File: src/rtl/kad_pkg.sv
`timescale 1ns / 1ps
`default_nettype none

package kad_pkg;

    localparam int KEY_COUNT = 11;
    localparam int G1_W      = 18;
    localparam int G2_W      = 14;
    localparam int MS_W      = 32;
    localparam int DELAY_W   = 16;
    localparam int CFG_IDX_W = 8;

    typedef logic [3:0]         key_idx_t;
    typedef logic [G1_W-1:0]    g1_t;
    typedef logic [G2_W-1:0]    g2_t;
    typedef logic [MS_W-1:0]    ms_t;
    typedef logic [DELAY_W-1:0] delay_t;
    typedef logic [CFG_IDX_W-1:0] cfg_idx_t;

    // register indexes on the config channel
    localparam cfg_idx_t CFG_FIRST_DELAY  = 8'd0;
    localparam cfg_idx_t CFG_REPEAT_DELAY = 8'd1;

    localparam delay_t FIRST_DELAY_RST  = 16'd500;
    localparam delay_t REPEAT_DELAY_RST = 16'd175;

    // key table in priority order: entry i is key index i+1
    localparam logic [KEY_COUNT-1:0] KEY_IN_GROUP2 = 11'b000_0000_0011;

    localparam logic [G1_W-1:0] KEY_MASK [KEY_COUNT] = '{
        18'h02002,
        18'h02000,
        18'h00400,
        18'h20000,
        18'h08000,
        18'h00800,
        18'h01000,
        18'h00008,
        18'h00002,
        18'h10000,
        18'h00080
    };

    typedef struct packed {
        key_idx_t               pressed;
        key_idx_t               clicked;
        logic [KEY_COUNT-1:0]   down;
    } kad_match_t;

endpackage

`default_nettype wire

File: src/rtl/kad_match.sv
`timescale 1ns / 1ps
`default_nettype none

module kad_match
    import kad_pkg::*;
(
    input  wire g1_t        group1,
    input  wire g2_t        group2,
    input  wire g1_t        prev_group1,
    input  wire g2_t        prev_group2,
    output kad_match_t      result
);

    logic [KEY_COUNT-1:0] now_down;
    logic [KEY_COUNT-1:0] was_down;

    // per-key pressed state, now and on the last scan
    always_comb
    begin
        for (int i = 0; i < KEY_COUNT; i++)
        begin
            if (KEY_IN_GROUP2[i])
            begin
                now_down[i] = ({{(G1_W-G2_W){1'b0}}, group2} & KEY_MASK[i]) == '0;
                was_down[i] = ({{(G1_W-G2_W){1'b0}}, prev_group2} & KEY_MASK[i]) == '0;
            end
            else
            begin
                now_down[i] = (group1 & KEY_MASK[i]) == '0;
                was_down[i] = (prev_group1 & KEY_MASK[i]) == '0;
            end
        end
    end

    // first hit in table order wins, so walk from the back
    always_comb
    begin
        result.pressed = '0;
        result.clicked = '0;
        result.down    = now_down;
        for (int i = KEY_COUNT - 1; i >= 0; i--)
        begin
            if (now_down[i])
            begin
                result.pressed = key_idx_t'(i + 1);
            end
            if (now_down[i] && !was_down[i])
            begin
                result.clicked = key_idx_t'(i + 1);
            end
        end
    end

endmodule

`default_nettype wire

File: src/rtl/key_autorepeat_detector.sv
`timescale 1ns / 1ps
`default_nettype none

// channel   dir  handshake              payload
// s_        in   s_tvalid / s_tready    tuser: func; tdata: group1_keys, group2_keys, now_ms
// m_        out  m_tvalid / m_tready    tuser: is_repeat; tdata: auto_key, pressed_key
// cfg_      in   cfg_valid / cfg_ready  cfg_index, cfg_data (first_delay_ms, repeat_delay_ms)
//
// one scan per cycle while the result register can take it: a transfer lands in the
// input register, then the key match and the hold-time compare run and load the
// result register once it is free, which raises m_tvalid
// stalls on m_ stop the input register only when the result register is full
// and not being taken; s_tready never waits on an idle state
// rst_n clears the key history, the hold state and loads the default delays

module key_autorepeat_detector
    import kad_pkg::*;
(
    input  wire         clk,
    input  wire         rst_n,

    input  wire         s_tvalid,
    output logic        s_tready,
    input  wire  [63:0] s_tdata,    // [17:0] group1_keys, [31:18] group2_keys, [63:32] now_ms
    input  wire         s_tuser,    // [0] func: 0 scan, 1 forget held key

    output logic        m_tvalid,
    input  wire         m_tready,
    output logic [7:0]  m_tdata,    // [3:0] auto_key, [7:4] pressed_key
    output logic        m_tuser,    // [0] is_repeat

    input  wire         cfg_valid,
    output logic        cfg_ready,
    input  wire  [7:0]  cfg_index,
    input  wire  [15:0] cfg_data
);

    // config registers
    delay_t   first_delay_reg;
    delay_t   repeat_delay_reg;

    // input register
    logic     in_valid_reg;
    logic     func_reg;
    g1_t      g1_reg;
    g2_t      g2_reg;
    ms_t      now_reg;

    // detector state
    g1_t      prev_g1_reg,    prev_g1_next;
    g2_t      prev_g2_reg,    prev_g2_next;
    key_idx_t held_key_reg,   held_key_next;
    ms_t      hold_start_reg, hold_start_next;
    logic     repeating_reg,  repeating_next;

    // result register
    logic     out_valid_reg,  out_valid_next;
    key_idx_t auto_key_reg,   auto_key_next;
    key_idx_t pressed_reg,    pressed_next;
    logic     is_repeat_reg,  is_repeat_next;

    kad_match_t match;
    logic       out_free;
    logic       advance;
    logic       held_down;
    ms_t        elapsed;
    delay_t     limit;

    assign cfg_ready = 1'b1;

    // result slot frees up when empty or drained this cycle
    assign out_free = !out_valid_reg || m_tready;
    assign advance  = in_valid_reg && out_free;
    assign s_tready = !in_valid_reg || out_free;

    assign m_tvalid = out_valid_reg;
    assign m_tdata  = {pressed_reg, auto_key_reg};
    assign m_tuser  = is_repeat_reg;

    always_ff @(posedge clk or negedge rst_n)
    begin
        if (!rst_n)
        begin
            first_delay_reg  <= FIRST_DELAY_RST;
            repeat_delay_reg <= REPEAT_DELAY_RST;
        end
        else if (cfg_valid)
        begin
            case (cfg_index)
                CFG_FIRST_DELAY:  first_delay_reg  <= cfg_data;
                CFG_REPEAT_DELAY: repeat_delay_reg <= cfg_data;
                default:          ;  // unknown index, dropped
            endcase
        end
    end

    // input register
    always_ff @(posedge clk or negedge rst_n)
    begin
        if (!rst_n)
        begin
            in_valid_reg <= 1'b0;
        end
        else if (s_tready)
        begin
            in_valid_reg <= s_tvalid;
        end
    end

    always_ff @(posedge clk)
    begin
        if (s_tvalid && s_tready)
        begin
            func_reg <= s_tuser;
            g1_reg   <= s_tdata[17:0];
            g2_reg   <= s_tdata[31:18];
            now_reg  <= s_tdata[63:32];
        end
    end

    kad_match u_match (
        .group1      (g1_reg),
        .group2      (g2_reg),
        .prev_group1 (prev_g1_reg),
        .prev_group2 (prev_g2_reg),
        .result      (match)
    );

    // held key still down in this scan
    always_comb
    begin
        held_down = 1'b0;
        for (int i = 0; i < KEY_COUNT; i++)
        begin
            if (held_key_reg == key_idx_t'(i + 1) && match.down[i])
            begin
                held_down = 1'b1;
            end
        end
    end

    // wrapping tick difference against the active delay
    assign limit   = repeating_reg ? repeat_delay_reg : first_delay_reg;
    assign elapsed = now_reg - hold_start_reg;

    always_comb
    begin
        prev_g1_next    = prev_g1_reg;
        prev_g2_next    = prev_g2_reg;
        held_key_next   = held_key_reg;
        hold_start_next = hold_start_reg;
        repeating_next  = repeating_reg;
        auto_key_next   = '0;
        pressed_next    = '0;
        is_repeat_next  = 1'b0;

        if (func_reg)
        begin
            // forget request: drop the hold, keep history and hold time
            held_key_next  = '0;
            repeating_next = 1'b0;
        end
        else
        begin
            pressed_next = match.pressed;
            prev_g1_next = g1_reg;
            prev_g2_next = g2_reg;
            if (match.clicked != '0)
            begin
                // fresh click restarts the hold timer
                held_key_next   = match.clicked;
                repeating_next  = 1'b0;
                hold_start_next = now_reg;
                auto_key_next   = match.clicked;
            end
            else if (held_down)
            begin
                if (elapsed > {{(MS_W-DELAY_W){1'b0}}, limit})
                begin
                    repeating_next  = 1'b1;
                    hold_start_next = now_reg;
                    auto_key_next   = held_key_reg;
                    is_repeat_next  = 1'b1;
                end
            end
            else
            begin
                // held key released, or nothing held
                held_key_next = '0;
            end
        end
    end

    always_ff @(posedge clk or negedge rst_n)
    begin
        if (!rst_n)
        begin
            prev_g1_reg    <= '0;
            prev_g2_reg    <= '0;
            held_key_reg   <= '0;
            hold_start_reg <= '0;
            repeating_reg  <= 1'b0;
        end
        else if (advance)
        begin
            prev_g1_reg    <= prev_g1_next;
            prev_g2_reg    <= prev_g2_next;
            held_key_reg   <= held_key_next;
            hold_start_reg <= hold_start_next;
            repeating_reg  <= repeating_next;
        end
    end

    // result register
    always_comb
    begin
        if (advance)
        begin
            out_valid_next = 1'b1;
        end
        else if (m_tready)
        begin
            out_valid_next = 1'b0;
        end
        else
        begin
            out_valid_next = out_valid_reg;
        end
    end

    always_ff @(posedge clk or negedge rst_n)
    begin
        if (!rst_n)
        begin
            out_valid_reg <= 1'b0;
        end
        else
        begin
            out_valid_reg <= out_valid_next;
        end
    end

    always_ff @(posedge clk)
    begin
        if (advance)
        begin
            auto_key_reg  <= auto_key_next;
            pressed_reg   <= pressed_next;
            is_repeat_reg <= is_repeat_next;
        end
    end

endmodule

`default_nettype wire

File: config.mk
export PLATFORM = sky130hd
export DESIGN_NAME = key_autorepeat_detector
export DESIGN_NICKNAME = d
export VERILOG_FILES = /design/src/rtl/kad_pkg.sv /design/src/rtl/kad_match.sv /design/src/rtl/key_autorepeat_detector.sv
export SDC_FILE = /design/constraint.sdc
export NUM_CORES = 1
export LEC_CHECK = 0
export BUFFER_PORTS_ARGS = -buffer_cell sky130_fd_sc_hd__buf_2
export CAP_MARGIN = 20
export CORE_MARGIN = 4
export CORE_UTILIZATION = 64
export DETAILED_ROUTE_END_ITERATION = 10
export PLACE_DENSITY = 0.87
export SETUP_SLACK_MARGIN = 0.4
export SLEW_MARGIN = 20
export SYNTH_ARGS = -nofsm -noshare
export SYNTH_HDL_FRONTEND = slang
export SYNTH_SLANG_ARGS = --single-unit
File: constraint.sdc
create_clock -name clk -period 9.3 [get_ports clk]
set_clock_uncertainty 0.1 [all_clocks]
set_input_delay 1.395 -clock clk [delete_from_list [all_inputs] [get_ports clk]]
set_output_delay 1.395 -clock clk [all_outputs]
set_load 0.005 [all_outputs]
Word level (Yosys, flattened, before mapping)
Index checks and enable logic that the tools add are counted.

Add/subtract/negate cells: 1. $lt $le $gt $ge: 1. Equality and inequality tests: 13. Mux-type cells: 50. Bitwise operators: 2. Reductions and logical operators: 78.

Operator list (number): $logic_not A18 Y1 (22); $mux W32 (3); $mux W4 (21); $gt A32 B16 Y1 (1); $sub A32 B32 Y32 (1); $logic_and A1 B1 Y1 (24); $mux W1 (19); $eq A4 B3 Y1 const B (4); $eq A4 B4 Y1 const B (4); $mux W16 (1); $logic_not A1 Y1 (13); $mux W3 (4); $eq A4 B2 Y1 const B (2); $eq A8 B1 Y1 const B (1); $logic_not A8 Y1 (1); $reduce_and A2 Y1 (4); $reduce_or A8 Y1 (1); $reduce_bool A2 Y1 (3); $reduce_bool A3 Y1 (2); $eq A4 B1 Y1 const B (1); $mux W2 (2); $reduce_and A4 Y1 (1); $reduce_bool A4 Y1 (1); $reduce_or A4 Y1 (1); other kinds (6) (8).

Register bits: 177. Input bits: 94. Output and inout bits: 12. Word-level logic and storage cells: 164.

Logic depth before layout (Yosys ltp)
Gate-level depths: netlist of the first run.

Depth in word-level cells: 17. Gate-level depth with buffers: 24. Gate-level depth less buffers: 21.

Hierarchy
Synthesis of the first run repeated with hierarchy kept, for this count alone.

Cells, all modules: 1041. Area, all modules: 10523.8 um2.

Modules (own cells, without submodules): key_autorepeat_detector (instances 1, cells an instance 985, area each 10209.8 um2, seq. area each 4814.6 um2); kad_match (instances 1, cells an instance 56, area each 314.1 um2, seq. area each 0.0 um2).

Worst setup path after synthesis of the first run
Ideal clock, no wire load.

Path kind: register to register. From: register hold_start_reg[0]. To: register auto_key_reg[0] (data pin). Setup time: 0.256 ns. Data arrival time: 4.639 ns. Required time: 8.944 ns. Setup slack: 4.306 ns. Cell stages (with the launch flop): 22. Path buffers: 2. Clock period less this slack: 4.994 ns. Path through: dfrtp_1 -> ha_1 -> fa_1 -> nand2b_1 -> a21oi_1 -> o2111ai_1 -> and2_1 -> nor2b_1 -> xnor2_1 -> ha_1 -> nand4_1 -> nor2_1 -> a221o_1 -> o31a_1 -> nor4_1 -> and4_1 -> nor3b_1 -> and4_1 -> clkbuf_1 -> clkbuf_1 -> nand2_1 -> a31o_2.

Word-level cells in the longest chain between the ends: 5.

RTL lines: from (decl) (line key_autorepeat_detector.sv:53) `ms_t hold_start_reg, hold_start_next;`; from (signal assigned) (line key_autorepeat_detector.sv:209) `hold_start_reg <= hold_start_next;`; $sub A32 B32 Y32 (line key_autorepeat_detector.sv:144) `assign elapsed = now_reg - hold_start_reg;`; $gt A32 B16 Y1 (line key_autorepeat_detector.sv:178) `if (elapsed > {{(MS_W-DELAY_W){1'b0}}, limit})`; $mux W4 (line key_autorepeat_detector.sv:178); $mux W4 (line key_autorepeat_detector.sv:176) `else if (held_down)`; $mux W4 (line key_autorepeat_detector.sv:168) `if (match.clicked != '0)`; to (signal assigned) (line key_autorepeat_detector.sv:247) `auto_key_reg <= auto_key_next;`; to (decl) (line key_autorepeat_detector.sv:58) `key_idx_t auto_key_reg, auto_key_next;`.

Every way passes these cells. A chain may end at the register's enable or synchronous reset.

Final worst setup path of the first run
From: register now_reg[0]. To: register hold_start_reg[7].

Word-level cells in the longest chain between the ends: 4.

RTL lines: from (decl) (line key_autorepeat_detector.sv:47) `ms_t now_reg;`; from (signal assigned) (line key_autorepeat_detector.sv:117) `now_reg <= s_tdata[63:32];`; $sub A32 B32 Y32 (line key_autorepeat_detector.sv:144); $gt A32 B16 Y1 (line key_autorepeat_detector.sv:178); $reduce_bool A2 Y1 (no source line); $reduce_and A4 Y1 (no source line).

Every way passes these cells.

==> results of run 1 <==
cell families after synthesis:
family / after synthesis / share of synthesized area (%)
and+or+nand+nor: 317 / 17.5
AOI/OAI and AO/OA: 250 / 20.5
DFF: 135 / 41.3
buffers and inverters: 103 / 4.69
muxes: 57 / 7.24
adders and majority gates: 48 / 6.86
xor gates and xnor gates: 19 / 1.88
other: 1 / 0.0423
stage by stage:
step	std cells	util, %	hold slack [ns]
3_3_place_gp	1138	69.7	0.351
6_report	1170	74.3	0.373
3_5_place_dp	1138	69.7	0.361
5_1_grt	1170	74.3	0.403
4_1_cts	1170	74.3	0.375
2_1_floorplan	930	-	0.338
power by group:
part	total (mW)	leakage [nW]	internal [mW]	switching (mW)
sequential	0.844	1.51	0.739	0.105
clock	0.700	0.299	0.442	0.257
combinational	1.57	2.29	0.621	0.953
total	3.12	4.10	1.80	1.32
cell type report:
cell class | count | area share [%]
multi-input cells | 692 | 48.4
flip-flops and latches | 135 | 36.7
repair buffers | 91 | 4.80
clock buffers | 21 | 4.73
well taps | 176 | 2.21
inverters | 44 | 1.66
clock inverters | 11 | 1.46
layout by cell type, fill, tap and decap left out, types with 5 or more instances in the layout:
| cell | Yosys | layout |
|---|---|---|
| and2_1 | 9 | 8 |
| nand4_1 | 11 | 11 |
| a21oi_1 | 43 | 42 |
| dfstp_2 | 12 | 12 |
| a21o_1 | 7 | 7 |
| inv_1 | 44 | 44 |
| xnor2_1 | 12 | 12 |
| nand2b_1 | 17 | 17 |
| ha_1 | 47 | 47 |
| o21ai_0 | 38 | 38 |
| dfrtp_1 | 70 | 70 |
| nor2b_1 | 11 | 11 |
| mux2_2 | 37 | 37 |
| a31o_2 | 5 | 5 |
| clkbuf_16 | 0 | 17 |
| nor2_1 | 35 | 34 |
| buf_4 | 7 | 9 |
| mux2i_1 | 18 | 18 |
| edfxtp_1 | 53 | 53 |
| and3_1 | 8 | 7 |
| a311o_1 | 32 | 32 |
| xor2_1 | 7 | 7 |
| o21a_1 | 8 | 8 |
| nor3_1 | 16 | 16 |
| o211ai_1 | 40 | 40 |
| nand2_1 | 107 | 107 |
| nor4_1 | 5 | 5 |
| nand3_1 | 77 | 77 |
| and4_1 | 6 | 6 |
| buf_2 | 2 | 82 |
| a211oi_1 | 35 | 35 |
worst max-delay path: stages (launching register included):
cell and delay, ns:
edfxtp_1 0.34, inv_1 0.07, ha_1 0.22, fa_1 0.41, nand2b_1 0.19, a21oi_1 0.34, o2111ai_1 0.23, and2_1 0.22
nor2b_1 0.14, xnor2_1 0.19, ha_1 0.35, nand4_1 0.17, nor4_1 0.49, nand4_1 0.17, o31a_1 0.16, nor4_1 0.26
and4_1 0.22, nor3b_1 0.18, and4_1 0.39, buf_4 0.43, and2_1 0.19, buf_4 0.39, a311o_1 0.26
routing by layer:
metal  GRT usage, %  routed length, um  vias to the layer above  share of wire, %
met5              0                  0                        -                 0
met4           11.9                610                        0               2.7
met3           5.50               1500                       56               6.7
met2           47.0              11000                      338                49
met1           36.3               9110                     3749                41
li1               -                  -                     3602                 -
worst max-delay path by stage:
stage and end:
3_5_place_dp hold_start_reg[22]$_DFFE_PN0P_, 4_1_cts hold_start_reg[7]$_DFFE_PN0P_, 5_1_grt hold_start_reg[14]$_DFFE_PN0P_, 6_report hold_start_reg[7]$_DFFE_PN0P_
3_3_place_gp hold_start_reg[4]$_DFFE_PN0P_, 2_1_floorplan auto_key_reg[0]$_SDFFCE_PP0P_
==> flow_summary_export.csv, run 1 <==
group,metric,value,unit
cts,cts_max_path_buffers,2,
floorplan,row_count,42,
power_and_ir_drop,p_leak,4.10,nW
floorplan,initial_core_util,66.2,%
critical_path,r2r-start,"now_reg[0]$_DFFE_PP_",
yosys,synth_seq_cells,135,
run,maxCapViolations,0,
timing,finalCritPeriodShare,66.7,%
critical_path,cp-start-kind,"flop",
worst_hold_path,min_to,"prev_g1_reg[17]$_DFFE_PN0P_",
global_route,grt_max_degree,103,
yosys,synthTopCellsByCount,"nand2_1 (107), nand3_1 (77), dfrtp_1 (70), edfxtp_1 (53), ha_1 (47)",
timing,max_freq,161,MHz
placed_design,gp_congestion,0.906,
yosys,yosysWarnings,0,
critical_path,cp.required,9.56,ns
placed_design,port_buffers,83,
power_and_ir_drop,power_density,313,mW/mm^2
critical_path,cp_max_fo,32,
cts,cts_made_buffers,17,
final_layout,final-seq-area,0.00366,mm^2
run_status,run_status,"completed",
floorplan,die_area,0.0158,mm^2
timing,rsz0062_at_grt,"false",
yosys,synthFlopType,"dfrtp_1",
yosys,syn_area_per_cell,9.53,um^2
placed_design,place_area,0.00934,mm^2
critical_path,r2r_cells,22,
yosys,synth_area_leaders,"dfrtp_1 (20%), edfxtp_1 (18%), ha_1 (6.6%), mux2_2 (4.7%), nand2_1 (4.5%)",
floorplan,io_pins,106,
routing,drt_drc_violations_left,0,
power_and_ir_drop,total_power,3.12,mW
placed_design,dp_hpwl,14.7,mm
global_route,grt_pass1_wl,36.5,mm
routing,viasPerCell,6.62,
timing,slew_violations,0,
timing,finalCriticalPeriod,6.21,ns
worst_hold_path,min_path_type,"reg -> reg",
critical_path,crit_arrival,6.46,ns
timing,tightest_slew,1.05,ns
yosys,synth_top_area_share,19.8,%
yosys,netlist_area,0.00887,mm^2
global_route,gr-total-overflow,0,
floorplan,core_area,0.0134,mm^2
final_layout,diodes,0,
floorplan,die_h,126,um
cts,cts_setup_buffers,0,
critical_path,rrSetupSlack,3.09,ns
routing,first_pass_iters,5,
yosys,synth_most_common_cell,"nand2_1",
cts,clk_latency,0.43,ns
yosys,synth-edff-count,53,
final_layout,nNetsFinal,1123,
yosys,synth.distinct_cells,70,
critical_path,path_class,"reg -> reg",
yosys,synth-seq-area-share,41.3,%
cts,cts-root-buf,"clkbuf_16",
cts,clk_pin_slew,0.06,ns
cts,h-tree-depth,4,
timing,final_hold_viol_count,0,
routing,wl_per_cell,19.0,um
critical_path,cp-end-kind,"flop",
timing,finalSetupViolCount,0,
timing,tns,0,ns
routing,vias,7745,
final_layout,stdcell_area,0.00996,mm^2
timing,max_slew_margin,30.0,%
worst_hold_path,min_from,"prev_g1_reg[17]$_DFFE_PN0P_",
yosys,syn_nets,1072,
timing,setup_slack,3.09,ns
placed_design,place_ws,3.34,ns
global_route,grtUsageTotal,28.3,%
yosys,yosys.area.top_type,"dfrtp_1",
global_route,antenna_found_initial,0,
final_layout,multiInputGateArea,0.00482,mm^2
routing,wirelength,22.2,mm
final_layout,drive_gt1_share,18.5,%
yosys,async_flop_share,60.7,%
cts,cts_hold_buffers,0,
yosys,synth_cells,930,
worst_hold_path,whs_path_depth,2,
power_and_ir_drop,peakVddDrop,0.000208,V
final_layout,num-fill-cells,941,
cts,ctsResizeCount,0,
global_route,grt_pass1_vias,7439,
critical_path,crit_start,"now_reg[0]$_DFFE_PP_",
cts,cts_tree,"yes",
cts,cts.sinks,135,
routing,antenna_left,0,
floorplan,die_w,126,um
final_layout,layout-area-overhead-vs-synth,12.3,%
routing,first_iter_violations,735,
critical_path,r2r-end,"hold_start_reg[7]$_DFFE_PN0P_",
(Power assumes the default switching activity.)
==> run 2, diff against run 1 <==
- CORE_UTILIZATION: 64 -> 54
- PLACE_DENSITY: 0.87 -> 0.78
- clock period: 9.3 -> 5.4 ns (I/O delays scaled with it)
==> run 2 against run 1 <==
Effect of this change:
- die area is 17% higher
- total power increased by 84%
- sequential cell count stayed put
- critical path type unchanged
- critical endpoint is now m_tuser$_SDFFCE_PP0P_
- largest power group unchanged
==> flow_summary_export.csv, run 2 (synthesis results as in run 1) <==
group,metric,value,unit
cts,cts.sinks,135,
cts,cts_hold_buffers,0,
routing,first_iter_violations,843,
global_route,gr-total-overflow,0,
critical_path,slowest_delay,0.44,ns
final_layout,drive_gt1_share,25.4,%
critical_path,r2r_cells,17,
timing,finalCriticalPeriod,5.08,ns
timing,setup_slack,0.320,ns
critical_path,path_class,"reg -> reg",
critical_path,rrSetupSlack,0.32,ns
routing,wl_met3,1.43,mm
critical_path,crit_path_top_delay_cell,"or4_4",
critical_path,critPathTopFamily,"simple AND/OR/NAND/NOR gates",
cts,cts_tree,"yes",
cts,h-tree-depth,4,
global_route,antenna_found_initial,0,
final_layout,diodes,0,
timing,max_slew_margin,32.5,%
floorplan,row_count,46,
cts,clk_pin_slew,0.06,ns
floorplan,io_pins,106,
placed_design,gp_congestion,0.938,
routing,wl_met2,11.8,mm
timing,tns,0,ns
routing,wirelength_met1,10.0,mm
placed_design,port_buffers,83,
final_layout,nNetsFinal,1161,
critical_path,cp.required,5.48,ns
power_and_ir_drop,total_power,5.74,mW
routing,antenna_left,0,
timing,max_freq,197,MHz
critical_path,crit_chain,"ha_4 > fa_2 > nand2b_4 > a21oi_4 > o2111ai_2 > and2_4 > nor2b_2 > xnor2_2 > ha_4 > nand4_1 > nor2_1 > a221o_1 > o31a_1 > nor4b_4 > or4bb_1 > or4_4 > o41a_1",
worst_hold_path,min_path_type,"in -> async",
timing,rsz0062_at_grt,"true",
final_layout,num-fill-cells,1256,
critical_path,r2r-end,"m_tuser$_SDFFCE_PP0P_",
routing,drt_drc_violations_left,0,
routing,wirelength,23.8,mm
power_and_ir_drop,power_density,535,mW/mm^2
final_layout,final_common_cell,"nand2_1",
global_route,grtUsageTotal,25.0,%
critical_path,r2r-start,"hold_start_reg[0]$_DFFE_PN0P_",
routing,top_layer,"met4",
routing,viasPerCell,6.38,
critical_path,cp-end-kind,"flop",
critical_path,crit_buf_inv,0,
global_route,grt_pass1_vias,7591,
power_and_ir_drop,peakVddDrop,0.000294,V
timing,slew_violations,0,
floorplan,die_w,136,um
routing,vias,7959,
floorplan,die_area,0.0185,mm^2
final_layout,layout-area-overhead-vs-synth,21.0,%
timing,final_hold_viol_count,0,
placed_design,place_ws,0.0906,ns
routing,wl_per_cell,19.1,um
timing,tightest_slew,1.01,ns
cts,cts_max_path_buffers,2,
routing,first_pass_iters,5,
cts,cts_made_buffers,17,
cts,clk_latency,0.44,ns
global_route,grt_pass1_wl,37.1,mm
critical_path,cp-start-kind,"flop",
global_route,grt_max_degree,95,
cts,cts-root-buf,"clkbuf_16",
critical_path,crit_arrival,5.16,ns
final_layout,final-seq-area,0.00366,mm^2
placed_design,dp_hpwl,14.8,mm
run_status,run_status,"completed",
power_and_ir_drop,p_leak,4.38,nW
final_layout,final_cell_mix,"nand2_1 (105), buf_2 (82), nand3_1 (77)",
timing,finalCritPeriodShare,94.1,%
floorplan,core_area,0.0160,mm^2
floorplan,initial_core_util,55.4,%
run,maxCapViolations,0,
final_layout,multiInputGateArea,0.00513,mm^2
timing,finalSetupViolCount,0,
floorplan,die_h,136,um
critical_path,cp_max_fo,3,
critical_path,crit_top_cell,"ha_4",
[run 2: changes by cell type in the layout (fill, tap and decap cells not counted), sizes merged]
cell,delta
buf,+35
bufinv,-3
clkinvlp,+1
clkinv,-5
inv,+7
clkbuf,+3
[run 2: final cells by class]
| cell class | instances | area share (%) |
|---|---|---|
| Inverter | 44 | 1.54 |
| Multi-Input combinational cell | 692 | 47.8 |
| Sequential cell | 135 | 34.1 |
| Clock buffer | 21 | 4.70 |
| Timing Repair Buffer | 129 | 8.43 |
| Clock inverter | 11 | 0.898 |
| Tap cell | 216 | 2.52 |
[run 2: stage by stage]
stage / hold slack (ns) / instances / instance area, um^2 / utilization [%]
floorplan: 0.338 / 930 / 8870 / -
global placement: 0.352 / 1189 / 9480 / 59.3
detailed placement: 0.354 / 1189 / 9480 / 59.3
CTS: 0.232 / 1233 / 10400 / 64.7
global route: 0.246 / 1248 / 10700 / 67.1
finish: 0.222 / 1248 / 10700 / 67.1
[run 2: where the power goes]
| group | switching, mW | leakage (nW) | internal [mW] |
|---|---|---|---|
| sequential | 0.185 | 1.51 | 1.27 |
| clock | 0.475 | 0.291 | 0.682 |
| combinational | 1.82 | 2.59 | 1.30 |
| total | 2.48 | 4.38 | 3.25 |
[run 2: routing by layer]
layer,GRT usage [%],up-vias
li1,-,3689
met1,32.3,3893
met2,42.2,323
met3,4.48,54
met4,9.24,0
met5,0,-
[run 2: how the worst max path moves through the flow]
stage | startpoint | end | depth (start not counted)
after global routing | hold_start_reg[0]$_DFFE_PN0P_ | m_tuser$_SDFFCE_PP0P_ | 18
after floorplan | hold_start_reg[0]$_DFFE_PN0P_ | auto_key_reg[0]$_SDFFCE_PP0P_ | 21
after detailed placement | now_reg[3]$_DFFE_PP_ | m_tuser$_SDFFCE_PP0P_ | 16
after global placement | hold_start_reg[0]$_DFFE_PN0P_ | m_tuser$_SDFFCE_PP0P_ | 17
final | hold_start_reg[0]$_DFFE_PN0P_ | m_tuser$_SDFFCE_PP0P_ | 17
after CTS | now_reg[0]$_DFFE_PP_ | m_tuser$_SDFFCE_PP0P_ | 18
[run 2: timing repair]
| item | 4_1_cts | 5_1_grt |
|---|---|---|
| resized for setup | 24 | 43 |
| buffers inserted | 10 | 12 |
| cloned | 2 | 3 |
| pin swaps | 14 | 47 |
| setup endpoints to repair | 37 | 38 |
==> run 3, diff against run 2 <==
--- a/config.mk
+++ b/config.mk
@@ -9,7 +9,6 @@
 export CAP_MARGIN = 20
 export CORE_MARGIN = 4
-export CORE_UTILIZATION = 54
+export CORE_UTILIZATION = 40
 export DETAILED_ROUTE_END_ITERATION = 10
-export PLACE_DENSITY = 0.78
 export SETUP_SLACK_MARGIN = 0.4
 export SLEW_MARGIN = 20
==> constraint.sdc (replaced) <==
create_clock -name clk -period 5.4 [get_ports clk]
set_clock_uncertainty 0.1 [all_clocks]
set_input_delay 1.08 -clock clk [delete_from_list [all_inputs] [get_ports clk]]
set_output_delay 1.08 -clock clk [all_outputs]
set_load 0.005 [all_outputs]
==> run 3 against run 2 <==
Effect of this change:
- sequential share of layout area down 0.33 points
- clock power is essentially flat
- highest routed layer unchanged
- wire length decreased by 2.7%
- maximum frequency up 0.29%
==> flow_summary_export.csv, run 3 (synthesis results as in run 1) <==
group,metric,value,unit
run_status,run_status,"completed",
timing,tns,0,ns
global_route,grtUsageTotal,18.6,%
timing,max_freq,197,MHz
routing,wl_per_cell,17.5,um
routing,drt_drc_violations_left,0,
power_and_ir_drop,power_density,520,mW/mm^2
cts,clk_latency,0.42,ns
timing,max_slew_margin,39.5,%
critical_path,cp-start-kind,"flop",
cts,cts.sinks,135,
global_route,gr-total-overflow,0,
global_route,grt_pass1_wl,37.2,mm
timing,slew_violations,0,
critical_path,cp-end-kind,"flop",
floorplan,core_area,0.0218,mm^2
placed_design,dp_hpwl,15.3,mm
timing,finalSetupViolCount,0,
critical_path,cp_max_fo,2,
cts,cts_max_path_buffers,2,
placed_design,place_area,0.00966,mm^2
routing,wirelength,23.2,mm
placed_design,port_buffers,83,
final_layout,final_util,49.6,%
global_route,antenna_found_initial,0,
final_layout,layout-area-overhead-vs-synth,22.2,%
timing,finalCriticalPeriod,5.07,ns
floorplan,io_pins,106,
power_and_ir_drop,peakVddDrop,0.000198,V
routing,first_pass_iters,5,
final_layout,stdcell_area,0.0108,mm^2
routing,first_iter_violations,450,
final_layout,diodes,0,
global_route,grt_max_degree,92,
critical_path,crit_arrival,5.13,ns
floorplan,die_w,157,um
timing,rsz0062_at_grt,"true",
run,maxCapViolations,0,
worst_hold_path,min_path_type,"reg -> reg",
global_route,grt_pass1_vias,7331,
timing,tightest_slew,0.907,ns
timing,final_hold_viol_count,0,
cts,clk_pin_slew,0.07,ns
power_and_ir_drop,p_leak,4.40,nW
critical_path,cp.required,5.46,ns
floorplan,die_h,157,um
critical_path,path_class,"reg -> reg",
routing,antenna_left,0,
final_layout,nNetsFinal,1171,
cts,cts-root-buf,"clkbuf_16",
timing,finalCritPeriodShare,93.8,%
routing,vias,7547,
final_layout,drive_gt1_share,26.6,%
floorplan,initial_core_util,40.6,%
floorplan,die_area,0.0246,mm^2
final_layout,final_cell_mix,"nand2_1 (106), buf_2 (82), nand3_1 (77)",
critical_path,rrSetupSlack,0.33,ns
placed_design,gp_congestion,0.852,
cts,h-tree-depth,4,
routing,viasPerCell,5.71,
cts,cts_made_buffers,17,
final_layout,final_common_cell,"nand2_1",
cts,cts_tree,"yes",
floorplan,row_count,54,
## run 3: critical path, cell delays in order, from the launching register on
cell and delay, ns:
edfxtp_1 0.44, ha_4 0.31, and2_4 0.15, o211ai_1 0.13
buf_4 0.18, a211oi_4 0.22, a31o_2 0.16, a31oi_2 0.09
xnor2_1 0.29, ha_1 0.30, nand4_1 0.14, nor2_1 0.06
a221o_1 0.37, o31a_1 0.33, nor4b_2 0.26, or4bb_1 0.43
or4_4 0.53, o41a_1 0.32
## run 3: report_power, final
part / internal [mW] / switching, mW
combinational: 1.28 / 1.73
sequential: 1.27 / 0.164
clock: 0.689 / 0.488
total: 3.24 / 2.39
## run 3: worst paths after layout
check                                                  from                                to  cells after the start
worst max register to register         now_reg[4]$_DFFE_PP_             m_tuser$_SDFFCE_PP0P_                     17
worst min-delay path            prev_g1_reg[15]$_DFFE_PN0P_       prev_g1_reg[15]$_DFFE_PN0P_                      2
min in group asynchronous                             rst_n  repeat_delay_reg[10]$_DFFE_PN0P_                      1
worst max-delay path                   now_reg[4]$_DFFE_PP_             m_tuser$_SDFFCE_PP0P_                     17
worst min register to register  prev_g1_reg[15]$_DFFE_PN0P_       prev_g1_reg[15]$_DFFE_PN0P_                      2
max in group asynchronous                             rst_n    hold_start_reg[29]$_DFFE_PN0P_                      2
## run 3: final cells by class
type                       count  area [um^2]
clock buffer                  20          468
clock inverter                12          130
fill                        2018        11000
inverter                      44          165
multi-input combinational    692         5100
sequential                   135         3660
tap                          280          350
timing repair buffer         139          957
## run 3: repair_timing
item | in CTS | in global routing
buffers inserted | 16 | 7
gates resized for setup | 32 | 38
gates cloned | 0 | 3
hold buffers | 0 | 0
setup endpoints to repair | 37 | 38
pin swaps | 28 | 48
## run 3: layer usage
metal | GRT usage [%] | routed length (um) | vias up
li1 | - | - | 3711
met1 | 25.2 | 10800 | 3663
met2 | 31.1 | 11200 | 158
met3 | 3.71 | 885 | 15
met4 | 3.68 | 198 | 0
met5 | 0 | 0 | -
## run 3: per-stage QoR
step                total power, mW  hold slack, ns  setup WS [ns]  std cells
global route                   6.07           0.381         0.0959       1322
detailed placement             4.11           0.355         0.0755       1264
global placement               4.08           0.352         0.0502       1264
floorplan                      3.45           0.338          0.406        930
finish                         5.63           0.367          0.335       1322
CTS                            5.50           0.371          0.386       1312
